## src/sv/dac_yuv_to_rgb888_assert.svh

```systemverilog
// Assertion macros for the YUV to RGB888 converter.
// Used by the top level only; needs nothing else.
`ifndef DAC_YUV_TO_RGB888_ASSERT_SVH
`define DAC_YUV_TO_RGB888_ASSERT_SVH

// Plain implication, checked every clock outside reset.
`define DYR_ASSERT_IMP(lbl, clk, rst_n, ante, cons, msg) \
  lbl: assert property (@(posedge clk) disable iff (!rst_n) (ante) |-> (cons)) \
    else $error(msg);

// Implication with a fixed delay between cause and effect.
`define DYR_ASSERT_DLY(lbl, clk, rst_n, ante, dly, cons, msg) \
  lbl: assert property (@(posedge clk) disable iff (!rst_n) (ante) |-> ##dly (cons)) \
    else $error(msg);

`endif

```

## src/sv/dyr_pkg.sv

```systemverilog
// Shared widths, fixed-point constants and types of the YUV to RGB888 converter.
// No dependencies.
`default_nettype none

package dyr_pkg;

  // Port and register widths
  localparam int unsigned CODE_W     = 16;
  localparam int unsigned OFF_W      = 10;
  localparam int unsigned GAIN_W     = 16;
  localparam int unsigned V_BITS     = 10;
  localparam int unsigned OUT_W      = 8;
  localparam int unsigned CFG_IDX_W  = 3;
  localparam int unsigned CFG_DATA_W = 16;

  // Configuration register indexes
  typedef enum logic [CFG_IDX_W-1:0] {
    CFG_Y_OFFSET = 3'd0,
    CFG_U_OFFSET = 3'd1,
    CFG_V_OFFSET = 3'd2,
    CFG_Y_GAIN   = 3'd3,
    CFG_U_GAIN   = 3'd4,
    CFG_V_GAIN   = 3'd5
  } cfg_reg_e;

  // Internal datapath widths (mV with 12 fraction bits)
  localparam int unsigned MV_W = 34;  // offset-corrected, scaled sample
  localparam int unsigned PU_W = 50;  // sample times Q2.14 reciprocal
  localparam int unsigned CH_W = 36;  // rebuilt blue/red before clamp
  localparam int unsigned T_W  = 52;  // green numerator
  localparam int unsigned TC_W = 35;  // green numerator, saturated
  localparam int unsigned GP_W = 50;  // saturated numerator times 1/0.587
  localparam int unsigned LV_W = 22;  // clamped 0..700 mV
  localparam int unsigned X_W  = 30;  // level times 255
  localparam int unsigned M_W  = 33;  // reciprocal product for /175

  localparam int unsigned Q_SHIFT     = 14;
  localparam int unsigned G_SHIFT     = 28;
  localparam int unsigned LVL_SHIFT   = 14;
  localparam int unsigned RECIP_SHIFT = 24;

  // Q2.14 coefficients
  localparam logic signed [15:0] INV_0562 = 16'sd29153;
  localparam logic signed [15:0] INV_0710 = 16'sd23076;
  localparam logic signed [15:0] W_R      = 16'sd4899;
  localparam logic signed [15:0] W_B      = 16'sd1868;
  localparam logic        [15:0] INV_0587 = 16'd27911;

  localparam logic [LV_W-1:0] FULL_SCALE = 22'd2867200;  // 700 mV
  localparam logic [7:0]      OUT_MAX    = 8'd255;
  // ceil(2^24 / 175); exact for dividends up to 16 bits
  localparam logic [16:0]     RECIP_175  = 17'd95870;

  // Pipeline depths
  localparam int unsigned SCALE_LAT  = 1;
  localparam int unsigned MATRIX_LAT = 6;
  localparam int unsigned LEVEL_LAT  = 3;

  typedef struct packed {
    logic [LV_W-1:0] blue;
    logic [LV_W-1:0] green;
    logic [LV_W-1:0] red;
  } rgb_mv_t;

endpackage

`default_nettype wire

```

## src/sv/dyr_level.sv

```systemverilog
// Output mapping: 0..700 mV to 0..255, truncating, for all three colors.
// c*255/2867200 done as ((c*255) >> 14) / 175 by reciprocal. Depends on dyr_pkg.
`default_nettype none

module dyr_level (
  input  wire logic                       clk_i,
  input  wire logic                       rst_ni,
  input  wire logic                       valid_i,
  input  wire dyr_pkg::rgb_mv_t           rgb_i,
  output logic                            valid_o,
  output logic [dyr_pkg::OUT_W-1:0]       blue_o,
  output logic [dyr_pkg::OUT_W-1:0]       green_o,
  output logic [dyr_pkg::OUT_W-1:0]       red_o
);

  localparam int unsigned Lanes = 3;

  logic [dyr_pkg::LEVEL_LAT-1:0] vld_d, vld_q;
  logic [dyr_pkg::LV_W-1:0]      c_in [Lanes];
  logic [dyr_pkg::X_W-1:0]       x_q  [Lanes];
  logic [dyr_pkg::M_W-1:0]       m_q  [Lanes];
  logic [dyr_pkg::OUT_W-1:0]     lvl_q[Lanes];

  assign c_in[0] = rgb_i.blue;
  assign c_in[1] = rgb_i.green;
  assign c_in[2] = rgb_i.red;

  assign vld_d = {vld_q[dyr_pkg::LEVEL_LAT-2:0], valid_i};

  always_ff @(posedge clk_i or negedge rst_ni) begin
    if (!rst_ni) begin
      vld_q <= '0;
    end else begin
      vld_q <= vld_d;
    end
  end

  always_ff @(posedge clk_i) begin
    for (int i = 0; i < Lanes; i++) begin
      x_q[i]   <= dyr_pkg::X_W'(c_in[i]) * dyr_pkg::X_W'(dyr_pkg::OUT_MAX);
      m_q[i]   <= dyr_pkg::M_W'(x_q[i][dyr_pkg::X_W-1:dyr_pkg::LVL_SHIFT])
                  * dyr_pkg::M_W'(dyr_pkg::RECIP_175);
      lvl_q[i] <= m_q[i][dyr_pkg::RECIP_SHIFT+dyr_pkg::OUT_W-1:dyr_pkg::RECIP_SHIFT];
    end
  end

  assign valid_o = vld_q[dyr_pkg::LEVEL_LAT-1];
  assign blue_o  = lvl_q[0];
  assign green_o = lvl_q[1];
  assign red_o   = lvl_q[2];

endmodule

`default_nettype wire

```

## config.mk

```make
export PLATFORM = sky130hd
export DESIGN_NAME = dyr_level
export DESIGN_NICKNAME = d
export VERILOG_FILES = /design/src/sv/dac_yuv_to_rgb888_assert.svh /design/src/sv/dyr_pkg.sv /design/src/sv/dyr_level.sv
export SDC_FILE = /design/constraint.sdc
export NUM_CORES = 2
export LEC_CHECK = 0
export BUFFER_PORTS_ARGS = -buffer_cell sky130_fd_sc_hd__clkbuf_2
export CORE_MARGIN = 2
export CORE_UTILIZATION = 65
export DETAILED_ROUTE_END_ITERATION = 10
export HOLD_SLACK_MARGIN = 0.06
export PLACE_DENSITY = 0.83
export SYNTH_ARGS = -nofsm -noshare
export SYNTH_HDL_FRONTEND = slang
export SYNTH_SLANG_ARGS = --single-unit
```

## constraint.sdc

```tcl
create_clock -name clk_i -period 6.5 [get_ports clk_i]
set_clock_uncertainty 0.2 [all_clocks]
set_input_delay 1.625 -clock clk_i [delete_from_list [all_inputs] [get_ports clk_i]]
set_output_delay 1.625 -clock clk_i [all_outputs]
set_load 0.05 [all_outputs]
```

### Word level (Yosys, flattened, before mapping)

Memories as Yosys holds them, arrays and structs flattened.
Cells that the tools add are included.

| storage, ports and cells | value |
|---|---|
| memories kept | 3 |
| bits in read-only memories | 0 |
| memory bits (writable) | 210 |
| word-level logic and storage cells | 10 |
| output and inout bits | 25 |
| flip-flop bits (word level) | 3 |
| latch bits | 0 |

Memories:

| memory | words | bits a word | rd ports | clocked after memory_dff | write ports | line | source |
|---|---|---|---|---|---|---|---|
| m_q | 3 | 32 | 3 | 0 | 3 | dyr_level.sv:21 | `logic [dyr_pkg::M_W-1:0] m_q [Lanes];` |
| x_q | 3 | 30 | 3 | 0 | 3 | dyr_level.sv:20 | `logic [dyr_pkg::X_W-1:0] x_q [Lanes];` |
| lvl_q | 3 | 8 | 3 | 0 | 3 | dyr_level.sv:22 | `logic [dyr_pkg::OUT_W-1:0] lvl_q[Lanes];` |

| operators by class | value |
|---|---|
| $mul | 6 |
| muxes and demuxes | 0 |
| bitwise logic cells | 0 |
| $lt $le $gt $ge | 0 |
| shifts and indexed selects | 0 |
| $add $sub $neg | 0 |
| eq/ne operators | 0 |
| reductions and logical operators | 0 |
| divide/modulo/power cells | 0 |

Operator list:

| operator | count |
|---|---|
| multiplier 16 x 16 -> 32 bit, second input constant | 3 |
| multiplier 22 x 8 -> 30 bit, second input constant | 3 |

### Logic depth before layout (Yosys ltp)

An unclocked memory read counts as a cell.

| logic depth | value |
|---|---|
| word-level depth | 2 |
| mapped depth | 22 |
| mapped depth without buffers | 22 |

### Least setup slack after synthesis

OpenSTA, ideal clock, no wires.

| timing path | value |
|---|---|
| path kind | input to register |
| start | in rgb_i[22] (netlist name) |
| end | mem x_q[0][54] (netlist name) |
| library setup time | 0.072 ns |
| stages | 15 |
| data required time | 6.228 ns |
| slack | 0.634 ns |
| arrival time | 5.594 ns |
| cell sequence | fa_1 > inv_1 > fa_1 > fa_1 > fa_1 > inv_1 > ha_1 > a211oi_1 > o21ai_0 > a22o_1 > a221o_1 > a41o_1 > a41o_1 > a21oi_1 > xnor2_1 |

RTL lines:

| what | line | source |
|---|---|---|
| start: declaration | dyr_level.sv:9 | `input wire dyr_pkg::rgb_mv_t rgb_i,` |
| end: declaration | dyr_level.sv:20 |  |

==> reports/metrics.csv <==
stage,metric,value,unit
clock_tree,clk_lat worst skew,0.39,ns
critical_path,crit-path leading delay family,adder cells,
critical_path,Crit path depth,19,
final_layout,Synth-to-Final Area Change,5.826,%
logic_synthesis,"flops & latches, synth",99,
logic_synthesis,synth unique cells,59,
sta,worst rel slew slack,58.41,%
critical_path,critical-path cell list,inv_1 > fa_1 > fa_1 > inv_1 > fa_1 > ha_1 > fa_1 > inv_1 > fa_1 > inv_1 > ha_1 > o2111ai_1 > a21oi_1 > o41a_1 > o311a_1 > or4b_4 > a31oi_1 > a21boi_0 > xor2_1,
clock_tree,root buf cell,clkbuf_16,
logic_synthesis,Mapped Area,0.02876,mm²
route,Routed WL per cell,16.47,µm
critical_path,"Arr. time, crit path",6.30,ns
final_layout,"most common cell after layout, fill and taps aside",inv_1,
die,core area,0.04393,mm²
critical_path,CP max FO,5,
die,Ports,94,
status,outcome,"finished, final reports clean",
final_layout,"Cell Count, Final, Fillers Out",3478,
critical_path,reg2reg path depth,19,
die,Die H,214.3,µm
critical_path,Crit Path Category,register to register,
logic_synthesis,"EDFF count, synth",0,
logic_synthesis,Cells after Synth,2763,
route,Post-route DRC,0,
logic_synthesis,post-synth top area cell,fa_1,
clock_tree,clock sink count,99,
logic_synthesis,sequential area share after synthesis,6.944,%
clock_tree,CTS buffer count,9,
global_route,initial antenna violation count,0,
die,Die W,214.3,µm
clock_tree,CTS H-tree lvls,3,
logic_synthesis,"FFs w/ async S/R, synth",3.030,%
final_layout,antenna cells,0,
critical_path,WP data required,6.56,ns
global_route,met2 Track Usage GR,49.55,%
critical_path,crit-path max cell delay,0.57,ns
critical_path,Critical path buffers and inverters,4,
clock_tree,CTS max path bufs,2,
sta,Final Hold Fails,0,
logic_synthesis,Area contributors post-synth,"fa_1, ha_1, inv_1, dfxtp_1, xnor2_1",
logic_synthesis,Yosys top cell area share,47.20,%
logic_synthesis,synth warn,0,
route,vias per std cell,5.256,
global_route,largest net degree at the start of global routing,17,
sta,worst slew pin tran,0.6183,ns
sta,"Min Clock Period, post-route",6.239,ns
hold_path,hold crit path type,register to register,
placement,Post-DP HPWL,52760,µm
global_route,GR Overflow Total,0,
placement,placed cell count,3463,
sta,setup TNS,0,ns
critical_path,Setup crit start kind,register,
global_route,Total GRT Usage,27.09,%
route,number of DRC markers in iteration 0,723,
final_layout,nets,4133,
route,Routed WL,57270,µm
route,Via Count,18280,
global_route,GR Util met1,33.80,%
flow_run,number of max-cap violations,0,
sta,final slew viol count,0,
critical_path,CP most frequent cell,fa_1,
global_route,global routing's busiest layer,met2,
global_route,met3 usage,3.489,%
final_layout,"commonest non-fill, non-tap cells in the layout","inv_1, fa_1, ha_1",
final_layout,layout cells sized above 1,4.990,%
sta,final worst-path cycle share,95.98,%
die,row count,77,
die,Initial Util,65.46,%
global_route,first-pass GRT wire length,99680,µm
logic_synthesis,Syn Nets,4014,
placement,GPL Wtd Cong,0.9227,
clock_tree,Worst-path clk slew,0.08,ns
logic_synthesis,Syn Area/Cell,10.41,µm²
sta,Hold Worst Slack,0.1193,ns
sta,Max Clock Freq,160.3,MHz
sta,Final setup viols,0,
placement,IO Port Bufs,93,
clock_tree,TritonCTS clock tree,yes,
hold_path,hold path depth,0,
die,die footprint,0.04594,mm²
logic_synthesis,most used flip-flop cell after synthesis,dfxtp_1,
critical_path,"Slowest-stage cell, CP",fa_1,
route,1st-pass router iterations,5,
global_route,vias in the first global route,21220,
sta,unrepaired setup endpoints after global routing,no,
critical_path,nature of the critical path endpoint,register,
route,Antenna Nets Post-Route,0,
-- cells by family after synthesis --
family | synth area share (%)
AOI/OAI and AO/OA | 5.325
xor gates and xnor gates | 2.650
adders and majority gates | 69.12
buffers and inverters | 13.09
DFF | 6.944
and+or+nand+nor | 2.867
-- timing repair --
| item | CTS | global route |
|---|---|---|
| resized for setup | 0 | 9 |
| setup buffers | 0 | 0 |
| hold buffers | 0 | 0 |
| endpoints found under the setup margin | 0 | 4 |
-- area by class of cell --
class / instances / area (µm²)
inverter: 1003 / 3765
tap: 592 / 740.7
timing repair buffer: 108 / 578.1
clock inverter: 6 / 112.6
clock buffer: 9 / 225.2
multi-input combinational: 1661 / 23010
fill: 3166 / 13500
sequential: 99 / 2003
-- layer usage --
layer,routed length [µm],vias to the layer above,part of all wire [%]
met5,0,-,0
met3,2284,92,4.0
li1,-,8482,-
met2,30200,385,53
met4,1371,0,2.4
met1,23420,9321,41
-- sequential cells by signal, indices dropped and copies added, names as in the netlist --
signal,count
m_q,24
lvl_q,24
vld_q,3
x_q,48
-- stage by stage --
stage	cell area, µm²	setup WS, ns	util, %
floorplan	28760	0.6343	-
global placement	30080	0.1822	68.46
detailed placement	30080	-0.03504	68.46
CTS	30420	0.1181	69.23
global route	30430	0.00009193	69.28
finish	30430	0.2613	69.28
-- path summary, 6_finish.rpt --
path | slack (ns) | endpoint | from
max reg2reg | 0.26 | m_q[0][93]$_DFF_P_ | x_q[0][84]$_DFF_P_
min | 0.12 | lvl_q[0][14]$_DFF_P_ | m_q[0][61]$_DFF_P_
max | 0.26 | m_q[0][93]$_DFF_P_ | x_q[0][84]$_DFF_P_
min in group asynchronous | 0.84 | vld_q[0]$_DFF_PN0_ | rst_ni
max in group asynchronous | 5.16 | vld_q[2]$_DFF_PN0_ | rst_ni
min reg2reg | 0.12 | lvl_q[0][14]$_DFF_P_ | m_q[0][61]$_DFF_P_
-- synthesized netlist by cell type (9+ instances only) --
library cell and count:
fa_1 678, a21oi_1 55, o21ai_0 33, inv_1 1003
ha_1 504, xor2_1 23, dfxtp_1 96, nor2_1 51
o211ai_1 12, nand3_1 11, xnor2_1 64, o21a_1 11
o21bai_1 10, or3_1 9, a21o_1 36, a31oi_1 11
nand4_1 11, nor3_1 18, nand2_1 30
Power is left out: the tool's default activity adds up to more than one toggle a clock period on the data nets, which glitch-free logic cannot reach.
