<file path="config.mk">
export PLATFORM = sky130hd
export DESIGN_NAME = dyr_scale
export DESIGN_NICKNAME = d
export VERILOG_FILES = /design/src/sv/dac_yuv_to_rgb888_assert.svh /design/src/sv/dyr_pkg.sv /design/src/sv/dyr_scale.sv
export SDC_FILE = /design/constraint.sdc
export NUM_CORES = 1
export LEC_CHECK = 0
export BUFFER_PORTS_ARGS = -buffer_cell sky130_fd_sc_hd__buf_4
export CORE_ASPECT_RATIO = 1.4
export CORE_MARGIN = 3
export CORE_UTILIZATION = 30
export CTS_BUF_LIST = sky130_fd_sc_hd__clkbuf_4
export DETAILED_ROUTE_END_ITERATION = 16
export HOLD_SLACK_MARGIN = 0.06
export PLACE_DENSITY = 0.47
export SLEW_MARGIN = 15
export SYNTH_ARGS = -nofsm -noshare
export SYNTH_HDL_FRONTEND = slang
export SYNTH_SLANG_ARGS = --single-unit
</file>
<file path="constraint.sdc">
create_clock -name clk_i -period 7.8 [get_ports clk_i]
set_input_delay 0.78 -clock clk_i [delete_from_list [all_inputs] [get_ports clk_i]]
set_output_delay 0.78 -clock clk_i [all_outputs]
set_load 0.02 [all_outputs]
</file>
<file path="src/sv/dac_yuv_to_rgb888_assert.svh">
// Assertion macros for the YUV to RGB888 converter.
// Used by the top level only; needs nothing else.
`ifndef DAC_YUV_TO_RGB888_ASSERT_SVH
`define DAC_YUV_TO_RGB888_ASSERT_SVH

// Plain implication, checked every clock outside reset.
`define DYR_ASSERT_IMP(lbl, clk, rst_n, ante, cons, msg) \
  lbl: assert property (@(posedge clk) disable iff (!rst_n) (ante) |-> (cons)) \
    else $error(msg);

// Implication with a fixed delay between cause and effect.
`define DYR_ASSERT_DLY(lbl, clk, rst_n, ante, dly, cons, msg) \
  lbl: assert property (@(posedge clk) disable iff (!rst_n) (ante) |-> ##dly (cons)) \
    else $error(msg);

`endif

</file>
<file path="src/sv/dyr_pkg.sv">
// Shared widths, fixed-point constants and types of the YUV to RGB888 converter.
// No dependencies.
`default_nettype none

package dyr_pkg;

  // Port and register widths
  localparam int unsigned CODE_W     = 16;
  localparam int unsigned OFF_W      = 10;
  localparam int unsigned GAIN_W     = 16;
  localparam int unsigned V_BITS     = 10;
  localparam int unsigned OUT_W      = 8;
  localparam int unsigned CFG_IDX_W  = 3;
  localparam int unsigned CFG_DATA_W = 16;

  // Configuration register indexes
  typedef enum logic [CFG_IDX_W-1:0] {
    CFG_Y_OFFSET = 3'd0,
    CFG_U_OFFSET = 3'd1,
    CFG_V_OFFSET = 3'd2,
    CFG_Y_GAIN   = 3'd3,
    CFG_U_GAIN   = 3'd4,
    CFG_V_GAIN   = 3'd5
  } cfg_reg_e;

  // Internal datapath widths (mV with 12 fraction bits)
  localparam int unsigned MV_W = 34;  // offset-corrected, scaled sample
  localparam int unsigned PU_W = 50;  // sample times Q2.14 reciprocal
  localparam int unsigned CH_W = 36;  // rebuilt blue/red before clamp
  localparam int unsigned T_W  = 52;  // green numerator
  localparam int unsigned TC_W = 35;  // green numerator, saturated
  localparam int unsigned GP_W = 50;  // saturated numerator times 1/0.587
  localparam int unsigned LV_W = 22;  // clamped 0..700 mV
  localparam int unsigned X_W  = 30;  // level times 255
  localparam int unsigned M_W  = 33;  // reciprocal product for /175

  localparam int unsigned Q_SHIFT     = 14;
  localparam int unsigned G_SHIFT     = 28;
  localparam int unsigned LVL_SHIFT   = 14;
  localparam int unsigned RECIP_SHIFT = 24;

  // Q2.14 coefficients
  localparam logic signed [15:0] INV_0562 = 16'sd29153;
  localparam logic signed [15:0] INV_0710 = 16'sd23076;
  localparam logic signed [15:0] W_R      = 16'sd4899;
  localparam logic signed [15:0] W_B      = 16'sd1868;
  localparam logic        [15:0] INV_0587 = 16'd27911;

  localparam logic [LV_W-1:0] FULL_SCALE = 22'd2867200;  // 700 mV
  localparam logic [7:0]      OUT_MAX    = 8'd255;
  // ceil(2^24 / 175); exact for dividends up to 16 bits
  localparam logic [16:0]     RECIP_175  = 17'd95870;

  // Pipeline depths
  localparam int unsigned SCALE_LAT  = 1;
  localparam int unsigned MATRIX_LAT = 6;
  localparam int unsigned LEVEL_LAT  = 3;

  typedef struct packed {
    logic [LV_W-1:0] blue;
    logic [LV_W-1:0] green;
    logic [LV_W-1:0] red;
  } rgb_mv_t;

endpackage

`default_nettype wire

</file>
<file path="src/sv/dyr_scale.sv">
// One channel front end: offset subtract and gain multiply, one register stage.
// Depends on dyr_pkg.
`default_nettype none

module dyr_scale #(
  parameter int unsigned CodeBits = 16
) (
  input  wire logic                                    clk_i,
  input  wire logic [dyr_pkg::CODE_W-1:0]              code_i,
  input  wire logic [dyr_pkg::OFF_W-1:0]               offset_i,
  input  wire logic [dyr_pkg::GAIN_W-1:0]              gain_i,
  output logic signed [dyr_pkg::MV_W-1:0]              mv_o
);

  logic signed [CodeBits:0]             diff;
  logic signed [dyr_pkg::MV_W-1:0]      mv_d, mv_q;

  // unused upper code bits drop out here
  assign diff = $signed({1'b0, code_i[CodeBits-1:0]}) - $signed((CodeBits+1)'(offset_i));
  assign mv_d = dyr_pkg::MV_W'(diff) * dyr_pkg::MV_W'($signed({1'b0, gain_i}));

  always_ff @(posedge clk_i) begin
    mv_q <= mv_d;
  end

  assign mv_o = mv_q;

endmodule

`default_nettype wire

</file>
# Word-level counts from Yosys, hierarchy flattened
# Cells that the tools add are included.
[word_totals]
romBits = 0
reg_bits = 34
latchBits = 0
memories = 0
ramBits = 0
out_inout_bits = 34
elab_cells = 3
inputBits = 43
[op_classes]
shifts = 0
eq_ne = 0
n_lt_le_gt_ge = 0
mux = 0
div_mod_pow = 0
n_mul = 1
bitwise = 0
n_reduce_logical = 0
add_sub_neg = 1
[ops]
columns = ["op", "count"]
rows = [
  ["multiplier 17 x 17 -> 34 bit", 1],
  ["subtractor 16 x 10 -> 17 bit", 1],
]

# Depth between registers and ports, before layout
[logic_depth]
ltp_word = 2
depth_mapped = 33

# Worst setup path before layout
# Ideal clock, no wire load.
[synth_timing]
path_type = "input to register"
startpoint = "in code_i[0] (netlist name)"
endpoint = "reg mv_q, in the netlist mv_o[31]"
path_stages = 30
setup_time_ns = 0.072
arrival_ns = 7.877
required_time_ns = 7.728
slack_ns = -0.149
path_cell_list = "inv_1 -> ha_1 -> fa_1 -> nor2b_1 -> o21ai_2 -> a21boi_1 -> o21ai_2 -> a21oi_2 -> o211a_4 -> nor4_2 -> buf_2 -> and2_1 -> fa_1 -> inv_1 -> fa_1 -> inv_1 -> fa_1 -> fa_1 -> fa_1 -> inv_1 -> fa_1 -> inv_1 -> ha_1 -> a21o_1 -> a2111o_1 -> o32a_1 -> o31ai_2 -> nand2_1 -> a221oi_1 -> xnor2_1"
[synth_via]
elab_chain_cells = 2
[synth_rtl]
columns = ["element", "line", "text"]
rows = [
  ["from (decl)", "dyr_scale.sv:9", "input wire logic [dyr_pkg::CODE_W-1:0] code_i,"],
  ["subtractor 16 x 10 -> 17 bit", "dyr_scale.sv:19", "assign diff = $signed({1'b0, code_i[CodeBits-1:0]}) - $signed((CodeBits+1)'(offset_i));"],
  ["multiplier 17 x 17 -> 34 bit", "dyr_scale.sv:20", "assign mv_d = dyr_pkg::MV_W'(diff) * dyr_pkg::MV_W'($signed({1'b0, gain_i}));"],
  ["via mv_d, one bit", "dyr_scale.sv:16", "logic signed [dyr_pkg::MV_W-1:0] mv_d, mv_q;"],
  ["to (signal assigned)", "dyr_scale.sv:23", "mv_q <= mv_d;"],
  ["to (decl)", "dyr_scale.sv:16", ""],
]
# The timed path passes the listed nets, and every way through them passes these cells.

# Worst setup path after layout
[layout_timing]
startpoint = "in code_i[0] (netlist name)"
endpoint = "reg mv_q, in the netlist mv_o[32]"
# The elaborated chain is that of the path after synthesis.

==> results_tabular.tex <==
\begin{tabular}{lr}
\hline
Metric & Value \\
\hline
\multicolumn{2}{l}{\textbf{Synth}} \\
Post-Syn Area & between 10000 and 15000 um\^{}2 \\
Fraction of post-synthesis cell area in the top cell type by area & between 40\% and 50\% \\
Number of synthesized register bits & 34 \\
Most area-hungry cell type in the Yosys netlist & fa\_1 \\
Number of warnings reported in the yosys synthesis log & 0 \\
Number of synthesized flops with an enable pin & 0 \\
Portion of the post-synthesis area used by sequential elements & 5.65\% \\
Synthesized instance count & approximately 1.3k \\
Library cells used by synthesis & 60 \\
Async S/R FF share, synth & 0\% \\
Number of nets in the synthesized netlist & 1755 \\
Synth Flop Type & dfxtp\_1 \\
Synth Area per Inst & 9.03 um\^{}2 \\
Top post-synthesis cells by area & fa\_1 (47\%), inv\_1 (12\%), ha\_1 (10\%) \\
\multicolumn{2}{l}{\textbf{Route}} \\
Drt pass-1 iters & 4 \\
Top layer used by detailed routing & met4 \\
Post-DR vias/cell & roughly 4.5 \\
ANT nets after route & 0 \\
Detail Route met2 WL & $\sim$19 mm \\
Detailed route wirelength on metal3 & 482 um \\
Routed Wire Length & around 32 mm \\
Via count & 9250 \\
Mean routed wirelength per cell & 15.4 um \\
DRC violation count after routing & 0 \\
Total routed wire length on the met1 layer & $\sim$11 mm \\
First-iteration detailed-routing DRC count & 183 \\
\multicolumn{2}{l}{\textbf{Floorplan}} \\
Rows & between 80 and 90 \\
Die extent in x & about 180 um \\
Initial standard-cell utilization of the core & 30.5\% \\
Die Height & 243 um \\
Core box area & 39500 um\^{}2 \\
Number of top-level design ports & 77 \\
Die footprint & roughly 43000 um\^{}2 \\
\multicolumn{2}{l}{\textbf{Worst hold path}} \\
Worst min-delay path category & input pin to flip-flop \\
WHS Endpoint & mv\_o[0] \\
Source of the worst hold timing path & gain\_i[0] \\
Cell depth of the worst hold path & 2 \\
\multicolumn{2}{l}{\textbf{Global route}} \\
Number of antenna violations at the first check in global routing & 1 \\
Sum of overflow across all layers after global routing & 0 \\
Global-route wire length before repair & about 54 mm \\
Via count of the first global-routing pass & 10.9k \\
Total routing resource utilization after global routing & 16.0\% \\
Largest net degree at the start of global routing & 19 \\
\multicolumn{2}{l}{\textbf{Timing}} \\
Highest attainable clock frequency & between 100 and 150 MHz \\
Max transition margin & 65.7\% \\
Final period demand of the worst path & about 7500 ps \\
Final worst-path cycle share & 96.5\% \\
Final max-slew violation count & 0 \\
Worst-case hold slack & between 700 and 800 ps \\
Number of setup violations in the final report & 0 \\
Transition time at the pin with the least slew margin & $\sim$510 ps \\
Hold Vio Cnt, Final & 0 \\
\multicolumn{2}{l}{\textbf{Layout}} \\
Number of flip-flops under the largest register name & 34 \\
Most used cells in the layout excluding fill and tap cells & inv\_1 (364), fa\_1 (270), buf\_4 (229), nand2\_1 (156), and2\_1 (93) \\
Post-route cell area & around 15000 um\^{}2 \\
Fraction of final layout cells sized beyond drive strength 1 & a little over a fifth \\
Net total in the final layout & 1961 \\
Synthesis-to-finish area growth & 23.3\% \\
Most common cell after layout, fill and taps aside & inv\_1 \\
\multicolumn{2}{l}{\textbf{Clock network}} \\
Clock slew at the register clock pins of the worst setup and hold paths & between 100 and 150 ps \\
Clock buffers created by TritonCTS & 5 \\
Clock tree from TritonCTS & yes \\
Deepest level of the CTS H-tree & 2 \\
CTS Sinks & 34 \\
Clock root cell & clkbuf\_4 \\
Number of hold buffers added after cts & 0 \\
Maximum count of clock buffers along a single path & 2 \\
\multicolumn{2}{l}{\textbf{Placement}} \\
Port buffer count & 76 \\
Routability congestion estimate & 0.839 \\
Post-DP HPWL & roughly 27 mm \\
Post-detailed-placement cell area & 14300 um\^{}2 \\
\multicolumn{2}{l}{\textbf{Critical path}} \\
Timing startpoint of the critical path & code\_i[0] \\
Delay contributed by the slowest stage of the critical path & approximately 580 ps \\
Crit Path Max Fanout & 7 \\
Startpoint Class & input pin \\
CP max-delay cell & or4\_4 \\
Most repeated library cell on the critical path & fa\_1 \\
Data required time of the worst path & around 8100 ps \\
Kind of critical path & input pin to flip-flop \\
WP data arrival & between 7000 and 8000 ps \\
Endpoint kind of the worst setup timing path & flip-flop \\
\multicolumn{2}{l}{\textbf{Run}} \\
Max-capacitance violation count & 0 \\
\multicolumn{2}{l}{\textbf{Outcome}} \\
Outcome & finished, final reports clean \\
\hline
\end{tabular}
[area by class of cell]
cell class              instances  area [um^2]
repair buffers                242         1890
inverters                     371         1390
well taps                     528          661
clock inverters                 3         16.3
diodes                          1         2.50
flip-flops and latches         34          681
fillers                      4112        24600
multi-input cells             887        10200
clock buffers                   5         37.5
[repair_timing]
action | in CTS | in global routing
cloned | 0 | 1
endpoints found under the setup margin | 6 | 14
pin swaps | 1 | 79
endpoints found under the hold margin | 0 | 0
gates resized for setup | 10 | 90
buffers inserted | 0 | 17
[cell usage after synthesis, types with 2 or more instances]
library cell,instances
inv_1,371
fa_1,280
nand2_1,159
and2_1,98
ha_1,97
dfxtp_1,34
a21oi_1,32
clkbuf_1,31
nor2b_1,30
xnor2_1,27
nor2_1,23
o21ai_0,21
a21boi_0,10
xor2_1,10
nand2b_1,9
a21o_1,8
buf_2,8
nor3_1,6
o21a_1,6
o211ai_1,5
o21ai_2,5
o2111ai_1,4
a211oi_1,3
a21boi_1,3
a221oi_1,3
a31oi_1,3
and3_1,3
buf_1,3
nor4_2,3
o21bai_1,3
o31a_1,3
a211oi_2,2
nand3_1,2
o311ai_2,2
o31ai_1,2
or4_1,2
[stage by stage]
step | utilization [%] | instances | TNS (ps) | setup slack (ps)
floorplan | - | 1335 | 0 | 26.7
global placement | 36.2 | 2047 | -5620 | -677
detailed placement | 36.2 | 2047 | -5980 | -737
CTS | 36.4 | 2055 | 0 | 6.36
global route | 37.6 | 2071 | -224 | -78.2
finish | 37.6 | 2071 | 0 | 277
[worst max path at each step]
stage,cells after the start,endpoint
detailed placement,32,mv_o[32]
finish,31,mv_o[32]
CTS,31,mv_o[31]
global placement,32,mv_o[32]
floorplan,30,mv_o[31]
global route,32,mv_o[31]
[per-layer routing]
layer | vias to the layer above | global-route usage, %
met5 | - | 0
li1 | 4330 | -
met1 | 4761 | 16.1
met4 | 0 | 6.72
met3 | 53 | 1.35
met2 | 106 | 32.8
[cell families (layout without fill, tap and decap cells)]
logic type	after synthesis	in the layout	share of synthesized area, %
flip-flops	34	34	5.65
adder cells (fa/ha/maj)	377	377	56.6
AO/OA/AOI/OAI	128	128	7.60
XOR/XNOR	38	38	2.82
AND/OR/NAND/NOR	343	343	14.3
buffers and inverters	414	621	13.0
multiplexers	1	1	0.0831
other	0	1	0
[critical path, delay by kind of cell]
family	cells	cell delay, ps
simple gates	3	690
mux	1	230
buf+inv	7	760
fa+ha+maj	9	3530
compound gates	11	1840
Power is left out: the tool's default activity adds up to more than one toggle a clock period on the data nets, which glitch-free logic cannot reach.
