===== src/sv/dac_yuv_to_rgb888_assert.svh =====
// Assertion macros for the YUV to RGB888 converter.
// Used by the top level only; needs nothing else.
`ifndef DAC_YUV_TO_RGB888_ASSERT_SVH
`define DAC_YUV_TO_RGB888_ASSERT_SVH

// Plain implication, checked every clock outside reset.
`define DYR_ASSERT_IMP(lbl, clk, rst_n, ante, cons, msg) \
  lbl: assert property (@(posedge clk) disable iff (!rst_n) (ante) |-> (cons)) \
    else $error(msg);

// Implication with a fixed delay between cause and effect.
`define DYR_ASSERT_DLY(lbl, clk, rst_n, ante, dly, cons, msg) \
  lbl: assert property (@(posedge clk) disable iff (!rst_n) (ante) |-> ##dly (cons)) \
    else $error(msg);

`endif


===== src/sv/dyr_pkg.sv =====
// Shared widths, fixed-point constants and types of the YUV to RGB888 converter.
// No dependencies.
`default_nettype none

package dyr_pkg;

  // Port and register widths
  localparam int unsigned CODE_W     = 16;
  localparam int unsigned OFF_W      = 10;
  localparam int unsigned GAIN_W     = 16;
  localparam int unsigned V_BITS     = 10;
  localparam int unsigned OUT_W      = 8;
  localparam int unsigned CFG_IDX_W  = 3;
  localparam int unsigned CFG_DATA_W = 16;

  // Configuration register indexes
  typedef enum logic [CFG_IDX_W-1:0] {
    CFG_Y_OFFSET = 3'd0,
    CFG_U_OFFSET = 3'd1,
    CFG_V_OFFSET = 3'd2,
    CFG_Y_GAIN   = 3'd3,
    CFG_U_GAIN   = 3'd4,
    CFG_V_GAIN   = 3'd5
  } cfg_reg_e;

  // Internal datapath widths (mV with 12 fraction bits)
  localparam int unsigned MV_W = 34;  // offset-corrected, scaled sample
  localparam int unsigned PU_W = 50;  // sample times Q2.14 reciprocal
  localparam int unsigned CH_W = 36;  // rebuilt blue/red before clamp
  localparam int unsigned T_W  = 52;  // green numerator
  localparam int unsigned TC_W = 35;  // green numerator, saturated
  localparam int unsigned GP_W = 50;  // saturated numerator times 1/0.587
  localparam int unsigned LV_W = 22;  // clamped 0..700 mV
  localparam int unsigned X_W  = 30;  // level times 255
  localparam int unsigned M_W  = 33;  // reciprocal product for /175

  localparam int unsigned Q_SHIFT     = 14;
  localparam int unsigned G_SHIFT     = 28;
  localparam int unsigned LVL_SHIFT   = 14;
  localparam int unsigned RECIP_SHIFT = 24;

  // Q2.14 coefficients
  localparam logic signed [15:0] INV_0562 = 16'sd29153;
  localparam logic signed [15:0] INV_0710 = 16'sd23076;
  localparam logic signed [15:0] W_R      = 16'sd4899;
  localparam logic signed [15:0] W_B      = 16'sd1868;
  localparam logic        [15:0] INV_0587 = 16'd27911;

  localparam logic [LV_W-1:0] FULL_SCALE = 22'd2867200;  // 700 mV
  localparam logic [7:0]      OUT_MAX    = 8'd255;
  // ceil(2^24 / 175); exact for dividends up to 16 bits
  localparam logic [16:0]     RECIP_175  = 17'd95870;

  // Pipeline depths
  localparam int unsigned SCALE_LAT  = 1;
  localparam int unsigned MATRIX_LAT = 6;
  localparam int unsigned LEVEL_LAT  = 3;

  typedef struct packed {
    logic [LV_W-1:0] blue;
    logic [LV_W-1:0] green;
    logic [LV_W-1:0] red;
  } rgb_mv_t;

endpackage

`default_nettype wire


===== src/sv/dyr_matrix.sv =====
// Color matrix: rebuilds blue, red and green in mV and clamps them to 0..700 mV.
// Six register stages, one multiply or add level each. Depends on dyr_pkg.
`default_nettype none

module dyr_matrix (
  input  wire logic                            clk_i,
  input  wire logic                            rst_ni,
  input  wire logic                            valid_i,
  input  wire logic signed [dyr_pkg::MV_W-1:0] y_mv_i,
  input  wire logic signed [dyr_pkg::MV_W-1:0] u_mv_i,
  input  wire logic signed [dyr_pkg::MV_W-1:0] v_mv_i,
  output logic                                 valid_o,
  output dyr_pkg::rgb_mv_t                     rgb_o
);

  function automatic logic [dyr_pkg::LV_W-1:0] clamp_mv(
    input logic signed [dyr_pkg::CH_W-1:0] c
  );
    logic [dyr_pkg::LV_W-1:0] res;
    if (c < 0) begin
      res = '0;
    end else if (c > $signed({1'b0, dyr_pkg::CH_W'(dyr_pkg::FULL_SCALE)})) begin
      res = dyr_pkg::FULL_SCALE;
    end else begin
      res = c[dyr_pkg::LV_W-1:0];
    end
    return res;
  endfunction

  logic [dyr_pkg::MATRIX_LAT-1:0] vld_d, vld_q;

  // stage 2: chroma times reciprocal
  logic signed [dyr_pkg::PU_W-1:0] pu_d, pu_q, pv_d, pv_q;
  logic signed [dyr_pkg::MV_W-1:0] y2_q;
  // stage 3: blue and red
  logic signed [dyr_pkg::CH_W-1:0] b_d, b_q, r_d, r_q;
  logic signed [dyr_pkg::MV_W-1:0] y3_q;
  // stage 4: green numerator terms
  logic signed [dyr_pkg::T_W-1:0]  ys_d, ys_q, wr_d, wr_q, wb_d, wb_q;
  logic signed [dyr_pkg::CH_W-1:0] b4_q, r4_q;
  // stage 5: numerator sum, saturated; blue and red clamped
  logic signed [dyr_pkg::T_W-1:0]  t_sum;
  logic [dyr_pkg::TC_W-1:0]        tc_d, tc_q;
  logic [dyr_pkg::LV_W-1:0]        b5_q, r5_q, b6_q, r6_q, b7_q, r7_q;
  // stage 6 and 7: green
  logic [dyr_pkg::GP_W-1:0]        gp_d, gp_q;
  logic [dyr_pkg::LV_W-1:0]        g_raw, g_d, g_q;

  assign vld_d = {vld_q[dyr_pkg::MATRIX_LAT-2:0], valid_i};

  assign pu_d = dyr_pkg::PU_W'(u_mv_i) * dyr_pkg::PU_W'(dyr_pkg::INV_0562);
  assign pv_d = dyr_pkg::PU_W'(v_mv_i) * dyr_pkg::PU_W'(dyr_pkg::INV_0710);

  // arithmetic shift floors toward minus infinity
  assign b_d = dyr_pkg::CH_W'(pu_q >>> dyr_pkg::Q_SHIFT) + dyr_pkg::CH_W'(y2_q);
  assign r_d = dyr_pkg::CH_W'(pv_q >>> dyr_pkg::Q_SHIFT) + dyr_pkg::CH_W'(y2_q);

  assign ys_d = dyr_pkg::T_W'(y3_q) <<< dyr_pkg::Q_SHIFT;
  assign wr_d = dyr_pkg::T_W'(r_q) * dyr_pkg::T_W'(dyr_pkg::W_R);
  assign wb_d = dyr_pkg::T_W'(b_q) * dyr_pkg::T_W'(dyr_pkg::W_B);

  // Negative numerator gives negative green, which clamps to zero. Anything
  // at or above 2^35 is far beyond 700 mV, so saturating it keeps the clamp.
  assign t_sum = ys_q - wr_q - wb_q;
  always_comb begin
    if (t_sum[dyr_pkg::T_W-1]) begin
      tc_d = '0;
    end else if (|t_sum[dyr_pkg::T_W-2:dyr_pkg::TC_W]) begin
      tc_d = '1;
    end else begin
      tc_d = t_sum[dyr_pkg::TC_W-1:0];
    end
  end

  assign gp_d  = dyr_pkg::GP_W'(tc_q) * dyr_pkg::GP_W'(dyr_pkg::INV_0587);
  assign g_raw = gp_q[dyr_pkg::GP_W-1:dyr_pkg::G_SHIFT];
  assign g_d   = (g_raw > dyr_pkg::FULL_SCALE) ? dyr_pkg::FULL_SCALE : g_raw;

  always_ff @(posedge clk_i or negedge rst_ni) begin
    if (!rst_ni) begin
      vld_q <= '0;
    end else begin
      vld_q <= vld_d;
    end
  end

  always_ff @(posedge clk_i) begin
    pu_q <= pu_d;
    pv_q <= pv_d;
    y2_q <= y_mv_i;
    b_q  <= b_d;
    r_q  <= r_d;
    y3_q <= y2_q;
    ys_q <= ys_d;
    wr_q <= wr_d;
    wb_q <= wb_d;
    b4_q <= b_q;
    r4_q <= r_q;
    tc_q <= tc_d;
    b5_q <= clamp_mv(b4_q);
    r5_q <= clamp_mv(r4_q);
    gp_q <= gp_d;
    b6_q <= b5_q;
    r6_q <= r5_q;
    g_q  <= g_d;
    b7_q <= b6_q;
    r7_q <= r6_q;
  end

  assign valid_o     = vld_q[dyr_pkg::MATRIX_LAT-1];
  assign rgb_o.blue  = b7_q;
  assign rgb_o.green = g_q;
  assign rgb_o.red   = r7_q;

endmodule

`default_nettype wire


===== config.mk =====
export PLATFORM = sky130hd
export DESIGN_NAME = dyr_matrix
export DESIGN_NICKNAME = d
export VERILOG_FILES = /design/src/sv/dac_yuv_to_rgb888_assert.svh /design/src/sv/dyr_pkg.sv /design/src/sv/dyr_matrix.sv
export SDC_FILE = /design/constraint.sdc
export NUM_CORES = 2
export LEC_CHECK = 0
export ABC_AREA = 1
export ABC_CLOCK_PERIOD_IN_PS = 6500
export BUFFER_PORTS_ARGS = -buffer_cell sky130_fd_sc_hd__buf_4
export CAP_MARGIN = 10
export CORE_AREA = 2 2 417 419
export CTS_CLUSTER_SIZE = 12
export DETAILED_ROUTE_END_ITERATION = 8
export DIE_AREA = 0 0 419 421
export GPL_TIMING_DRIVEN = 0
export PLACE_DENSITY = 0.59
export REMOVE_ABC_BUFFERS = 1
export SLEW_MARGIN = 40
export SYNTH_ARGS = -nofsm -noshare
export SYNTH_HDL_FRONTEND = slang
export SYNTH_SLANG_ARGS = --single-unit

===== constraint.sdc =====
create_clock -name clk_i -period 6.5 [get_ports clk_i]
set_input_delay 0.65 -clock clk_i [delete_from_list [all_inputs] [get_ports clk_i]]
set_output_delay 0.65 -clock clk_i [all_outputs]
set_load 0.02 [all_outputs]

# ---- Word-level counts from Yosys, hierarchy flattened
# Cells that the tools add are included.
dict set report classes {
  n_addsub 4
  n_mul 5
  div_mod_pow 0
  magnitude_cmp 5
  n_eq_ne 0
  shifts 0
  muxes 3
  bitwise 0
  n_reduce_logical 3
}
# op count
set op_table {}
lappend op_table {{$add 36x34->36} 2}
lappend op_table {{$gt 36x23->1 const B} 2}
lappend op_table {{$lt 36x1->1 const B} 2}
lappend op_table {{$sub 52x52->52} 1}
lappend op_table {{$sub 48x50->51} 1}
lappend op_table {{$mul 34x16->50 const B} 1}
lappend op_table {{$mul 35x15->50 const B} 1}
lappend op_table {{$mul 36x14->50 const B} 1}
lappend op_table {{$mul 34x14->48 const B} 1}
lappend op_table {{$mul 36x10->46 const B} 1}
lappend op_table {{$mux 22} 2}
lappend op_table {{$mux 35} 1}
lappend op_table {{$gt 22x22->1 const B} 1}
lappend op_table {{$reduce_or 16->1} 1}
lappend op_table {{$reduce_or 2->1} 2}
dict set report word_totals {
  register_bits 689
  latchBits 0
  ram_bits 0
  mem_bits_ro 0
  inputBits 105
  output_inout_bits 67
  wordCells 43
  memories 0
}

# ---- Longest topological paths before layout
dict set report depth {
  word_depth 4
  depth_mapped 33
  ltp_nobuf 32
}

# ---- Worst setup path before layout
# No wires, ideal clock.
dict set report synth_timing {
  path_type {input-to-reg}
  start {input u_mv_i[1] (netlist name)}
  end {register pu_q[46] (netlist name)}
  setup_ns 0.072
  arrival_ns 4.906
  required_time_ns 6.428
  path_slack_ns 1.523
  cell_stages 20
  n_path_buf 0
  cell_sequence {ha_1 > inv_1 > fa_1 > fa_1 > inv_1 > fa_1 > inv_1 > fa_1 > fa_1 > inv_1 > ha_1 > nand2_1 > nor2_1 > nand2_1 > nor2_1 > a21oi_1 > o21ai_0 > nand2_1 > o21ai_0 > xor2_1}
}
dict set report synth_between {
  elab_chain_len 1
}
# item line_no
set synth_rtl {}
lappend synth_rtl {{start, declared} dyr_matrix.sv:10} ;# input wire logic signed [dyr_pkg::MV_W-1:0] u_mv_i,
lappend synth_rtl {{$mul 34x16->50} dyr_matrix.sv:51} ;# assign pu_d = dyr_pkg::PU_W'(u_mv_i) * dyr_pkg::PU_W'(dyr_pkg::INV_0562);
lappend synth_rtl {{net pu_d (one bit)} dyr_matrix.sv:33} ;# logic signed [dyr_pkg::PU_W-1:0] pu_d, pu_q, pv_d, pv_q;
lappend synth_rtl {{end signal, assigned} dyr_matrix.sv:88} ;# pu_q <= pu_d;
lappend synth_rtl {{end, declared} dyr_matrix.sv:33}
# The timed path passes the listed nets, and every way through them passes these cells.
# A chain may end at the register's enable or synchronous reset.

# ---- Final worst setup path
dict set report layout_timing {
  start {register r_q[17] (netlist name)}
  end {register wr_q[42] (netlist name)}
}
dict set report layout_between {
  elab_chain_len 1
}
# item line_no
set layout_rtl {}
lappend layout_rtl {{start, declared} dyr_matrix.sv:36} ;# logic signed [dyr_pkg::CH_W-1:0] b_d, b_q, r_d, r_q;
lappend layout_rtl {{start signal, assigned} dyr_matrix.sv:92} ;# r_q <= r_d;
lappend layout_rtl {{$mul 36x14->50} dyr_matrix.sv:59} ;# assign wr_d = dyr_pkg::T_W'(r_q) * dyr_pkg::T_W'(dyr_pkg::W_R);
lappend layout_rtl {{net wr_d (one bit)} dyr_matrix.sv:39} ;# logic signed [dyr_pkg::T_W-1:0] ys_d, ys_q, wr_d, wr_q, wb_d, wb_q;
lappend layout_rtl {{end signal, assigned} dyr_matrix.sv:95} ;# wr_q <= wr_d;
lappend layout_rtl {{end, declared} dyr_matrix.sv:39}
# The timed path passes the listed nets, and every way through them passes these cells.

==> impl.org <==
** Detailed routing
- After detailed routing, the average wire length per cell comes to 16.5 µm.
- After the first detailed-routing iteration, the DRC count stood at 2,456.
- For this block, the routed nets add up to 180 mm of wire.
- Via count of the routed design :: around 52,000
- The first detailed-routing pass took 8 iterations.
- Once detail routing completed, the nets flagged for antenna violations numbered 0.
- Per-cell via count in the routed design :: about 4.8
- DR DRC count :: 0

** Finish
- In the final layout, the share of cells above drive strength 1 is 4.02%.
- End-of-flow core utilization :: between 40% and 50%
- After routing the design area is 74,600 µm².
- Area Growth Syn to Fin :: 9.32%
- At the end of the flow, the number of nets in the layout was 10,500.

** Timing
- Setup violations remaining at the end of the flow were counted as 0.
- Setup repair after global routing left no endpoint under its margin.
- The count of endpoints failing hold in the final timing report is 0.
- Headroom to the max-slew limit :: around two fifths
- For this run, the top clock speed supported by timing is 173 MHz.
- The worst path in the final design needs a cycle of 5.79 ns, including I/O delays and setup.
- The final max-slew violation count came to 0.
- Aggregate negative setup slack :: 0 ns
- Clock skew :: 0.0378 ns
- Post-route fraction of the period consumed by the critical path :: 89.0%
- Worst-Margin Slew :: 0.909 ns

** Worst setup path
- Counting both buffers and inverters, the worst setup path holds a total of 7.
- Slowest stage delay, CP :: around 0.67 ns
- Measured in cells, the most critical reg-to-reg path has a length of 22.
- STA classifies the critical path startpoint as a register.
- The critical path runs through a total of 22 cells.
- The slowest stage of the critical path belongs to the cell sky130_fd_sc_hd__dfxtp_1.
- WS Path Type :: reg -> reg
- Endpoint of the worst-slack reg-to-reg timing path :: wr_q[42]
- Reg-to-reg critical path startpoint :: r_q[17]
- Counting stages on the worst path, the most repeated cell is sky130_fd_sc_hd__inv_1.
- STA classifies the critical path endpoint as a register.
- The worst register-to-register path has a setup slack of around 0.71 ns.
- In this run the worst path has a maximum fanout of 7.
- Source of the critical timing path :: r_q[17]
- The most critical setup path has its endpoint at wr_q[42].
- On the critical path the largest part of the delay comes from adder cells.
- Arrival time at the worst endpoint :: 6.33 ns
- Crit path cell chain :: ha_1, ha_1, fa_1, inv_1, fa_1, inv_1, fa_1, inv_1, fa_1, inv_1, ha_1, nand2_1, nor2_1, inv_1, nor2_1, inv_1, nor4_1, a21oi_1, inv_1, nand2_1, o21ai_0, xor2_1
- STA puts the critical path data required time at 7.04 ns.

** Global route
- The number of global-route vias before repair came to 54,000.
- Tot GR Track Use :: 20.8%
- Number of antenna violations at the first check in global routing :: 18
- GR Overflow Total :: 0
- Largest net degree at the start of global routing :: 36
- The first global-routing pass estimated 290 mm of wire.

** Clock network
- Setup fix buffers added after clock tree synthesis :: 0
- The tree is rooted in a sky130_fd_sc_hd__clkbuf_16.
- Clock-pin slew was measured on the worst setup and hold paths at 0.06 ns.
- Post-CTS sizing :: 0
- For the worst-skew pair, the clock arrives at the later sink with an insertion delay of 0.68 ns.
- Number of sinks on the clock net :: 629
- Buffers from clock root to sink, at most :: 3
- The H-tree was split into 3 levels.
- CTS tree :: yes
- Counting the buffers created by CTS gives 71.

** Floorplan
- After floorplanning, the core was sized to cover 172,000 µm².
- The floorplan step defined a die boundary enclosing roughly 180,000 µm².
- From left edge to right edge, the die measures 419 µm.
- The initialized floorplan defines 153 standard-cell rows.
- Initial core utilization :: a little under 40%
- From bottom edge to top edge, the die measures 421 µm.
- between 150 and 200 I/O pins were placed.

** Synth
- Count of flip-flops with a built-in enable after synthesis :: 0
- Syn. warnings :: 0
- Library cells used by synthesis :: 48
- Cell count after synthesis :: roughly 8,300
- Summing every instance area after synthesis gives 68,200 µm².
- Post-Syn Area per Cell :: 8.20 µm²
- The most used flip-flop cell after synthesis is sky130_fd_sc_hd__dfxtp_1.
- Cell accounting for the most synthesized area :: sky130_fd_sc_hd__fa_1
- Share of flip-flops with an asynchronous set or reset :: 0.954%
- Sequential area share after synthesis :: 18.5%
- Area share of the largest cell type after synthesis :: 23.3%
- Number of synthesized register bits :: roughly 630
- Sorting the synthesized cells by area gives the leading types as sky130_fd_sc_hd__fa_1 (23%), sky130_fd_sc_hd__ha_1 (19%), sky130_fd_sc_hd__dfxtp_1 (18%), sky130_fd_sc_hd__inv_1 (13%), sky130_fd_sc_hd__nand2_1 (6.2%).

** Placement
- Summing all placed instances gives a cell area of approximately 72,000 µm².
- During placement, the flow inserted port buffers numbering between 150 and 200.
- The congestion estimate from routability-driven global placement came to 0.956.
- HPWL reported at the end of detailed placement :: 160 mm

** Run
- Max-cap violations in this run came to 0.

** Min path
- The min-delay analysis places its worst path in the category in -> reg.

** Run status
- Outcome :: complete, no violations
[synthesized netlist by cell type (37+ instances only)]
| cell type | n |
|---|---|
| sky130_fd_sc_hd__nand2_1 | 1131 |
| sky130_fd_sc_hd__o21ai_0 | 282 |
| sky130_fd_sc_hd__ha_1 | 1063 |
| sky130_fd_sc_hd__a21oi_1 | 471 |
| sky130_fd_sc_hd__nor2_1 | 617 |
| sky130_fd_sc_hd__nand4_1 | 58 |
| sky130_fd_sc_hd__xor2_1 | 218 |
| sky130_fd_sc_hd__nor4_1 | 37 |
| sky130_fd_sc_hd__nor3_1 | 52 |
| sky130_fd_sc_hd__nand3_1 | 191 |
| sky130_fd_sc_hd__a21o_1 | 37 |
| sky130_fd_sc_hd__a31oi_1 | 78 |
| sky130_fd_sc_hd__xnor2_1 | 138 |
| sky130_fd_sc_hd__inv_1 | 2279 |
| sky130_fd_sc_hd__dfxtp_1 | 623 |
| sky130_fd_sc_hd__fa_1 | 794 |
[flip-flops by register name (all words and copies together), names as in the netlist, 35 cells and up]
name	flops
wr_q	49
b4_q	36
r_q	36
pv_q	36
wb_q	45
tc_q	35
r4_q	36
b_q	36
pu_q	36
[how the worst min path moves through the flow]
| stage | from | end | cells past startpoint |
|---|---|---|---|
| floorplan | b5_q[0] | b6_q[0] | 0 |
| CTS | y_mv_i[4] | y2_q[4] | 1 |
| detailed placement | b5_q[16] | b6_q[16] | 0 |
| finish | y_mv_i[4] | y2_q[4] | 1 |
| global placement | y3_q[15] | ys_q[29] | 0 |
| global route | y_mv_i[2] | y2_q[2] | 1 |
[cell type report]
| type | count | area (µm²) |
|---|---|---|
| clock inverters | 22 | 272 |
| repair buffers | 173 | 1310 |
| fillers | 17500 | 97900 |
| clock buffers | 90 | 2000 |
| inverters | 2291 | 8600 |
| multi-input cells | 5384 | 46900 |
| flip-flops and latches | 629 | 12600 |
| diodes | 4 | 10.0 |
| well taps | 2325 | 2910 |
[placed cells by master, fill, tap and decap left out, drive strengths merged, types with 4 or more instances in the layout]
master / count
inv: 2298
nand2: 1141
ha: 1063
fa: 794
nor2: 640
dfxtp: 623
a21oi: 471
o21ai: 293
xor2: 219
nand3: 197
buf: 172
xnor2: 138
clkbuf: 90
a31oi: 78
nand4: 58
nor3: 52
a21o: 37
nor4: 37
o21a: 33
o21bai: 32
a21boi: 17
o211ai: 14
and3: 13
o221ai: 12
a221oi: 9
clkinv: 9
or2: 7
dfrtp: 6
and2: 6
o31ai: 5
a211oi: 5
diode: 4
nand3b: 4
[timing repair]
item                                    in CTS  in global routing
hold endpoints to repair                     6                  0
endpoints found under the setup margin       0                  0
hold buffers                                 1                  0
[worst register-to-register path, cell delays in order, from the launching register on]
cell,delay (ns)
sky130_fd_sc_hd__dfxtp_1,0.67
sky130_fd_sc_hd__ha_1,0.36
sky130_fd_sc_hd__ha_1,0.30
sky130_fd_sc_hd__fa_1,0.49
sky130_fd_sc_hd__inv_1,0.05
sky130_fd_sc_hd__fa_1,0.48
sky130_fd_sc_hd__inv_1,0.06
sky130_fd_sc_hd__fa_1,0.47
sky130_fd_sc_hd__inv_1,0.05
sky130_fd_sc_hd__fa_1,0.47
sky130_fd_sc_hd__inv_1,0.04
sky130_fd_sc_hd__ha_1,0.42
sky130_fd_sc_hd__nand2_1,0.11
sky130_fd_sc_hd__nor2_1,0.25
sky130_fd_sc_hd__inv_1,0.13
sky130_fd_sc_hd__nor2_1,0.11
sky130_fd_sc_hd__inv_1,0.06
sky130_fd_sc_hd__nor4_1,0.17
sky130_fd_sc_hd__a21oi_1,0.17
sky130_fd_sc_hd__inv_1,0.10
sky130_fd_sc_hd__nand2_1,0.05
sky130_fd_sc_hd__o21ai_0,0.30
sky130_fd_sc_hd__xor2_1,0.35
[cell families after synthesis]
kind of cell / after synthesis / synth area share [%]
fa+ha+maj: 1857 / 42.8
xor+xnor: 357 / 4.61
simple gates: 2155 / 13.0
compound gates: 1014 / 8.28
buf+inv: 2311 / 12.8
mux: 1 / 0.0165
flops: 629 / 18.5
[layer usage]
metal | GRT usage, % | share of wire [%]
met3 | 2.07 | 3.7
met1 | 26.6 | 44
met4 | 7.05 | 3.5
met5 | 0 | 0.056
met2 | 36.3 | 48
[metrics by stage]
| stage | hold slack (ns) | setup slack [ns] | instances |
|---|---|---|---|
| 6_report | 0.0700 | 0.713 | 10900 |
| 5_1_grt | 0.0440 | 0.284 | 10900 |
| 4_1_cts | 0.0125 | 0.637 | 10900 |
| 3_5_place_dp | 0.312 | 0.511 | 10800 |
| 3_3_place_gp | 0.312 | 0.554 | 10800 |
| 2_1_floorplan | 0.310 | 1.52 | 8304 |
Power is left out: the tool's default activity adds up to more than one toggle a clock period on the data nets, which glitch-free logic cannot reach.
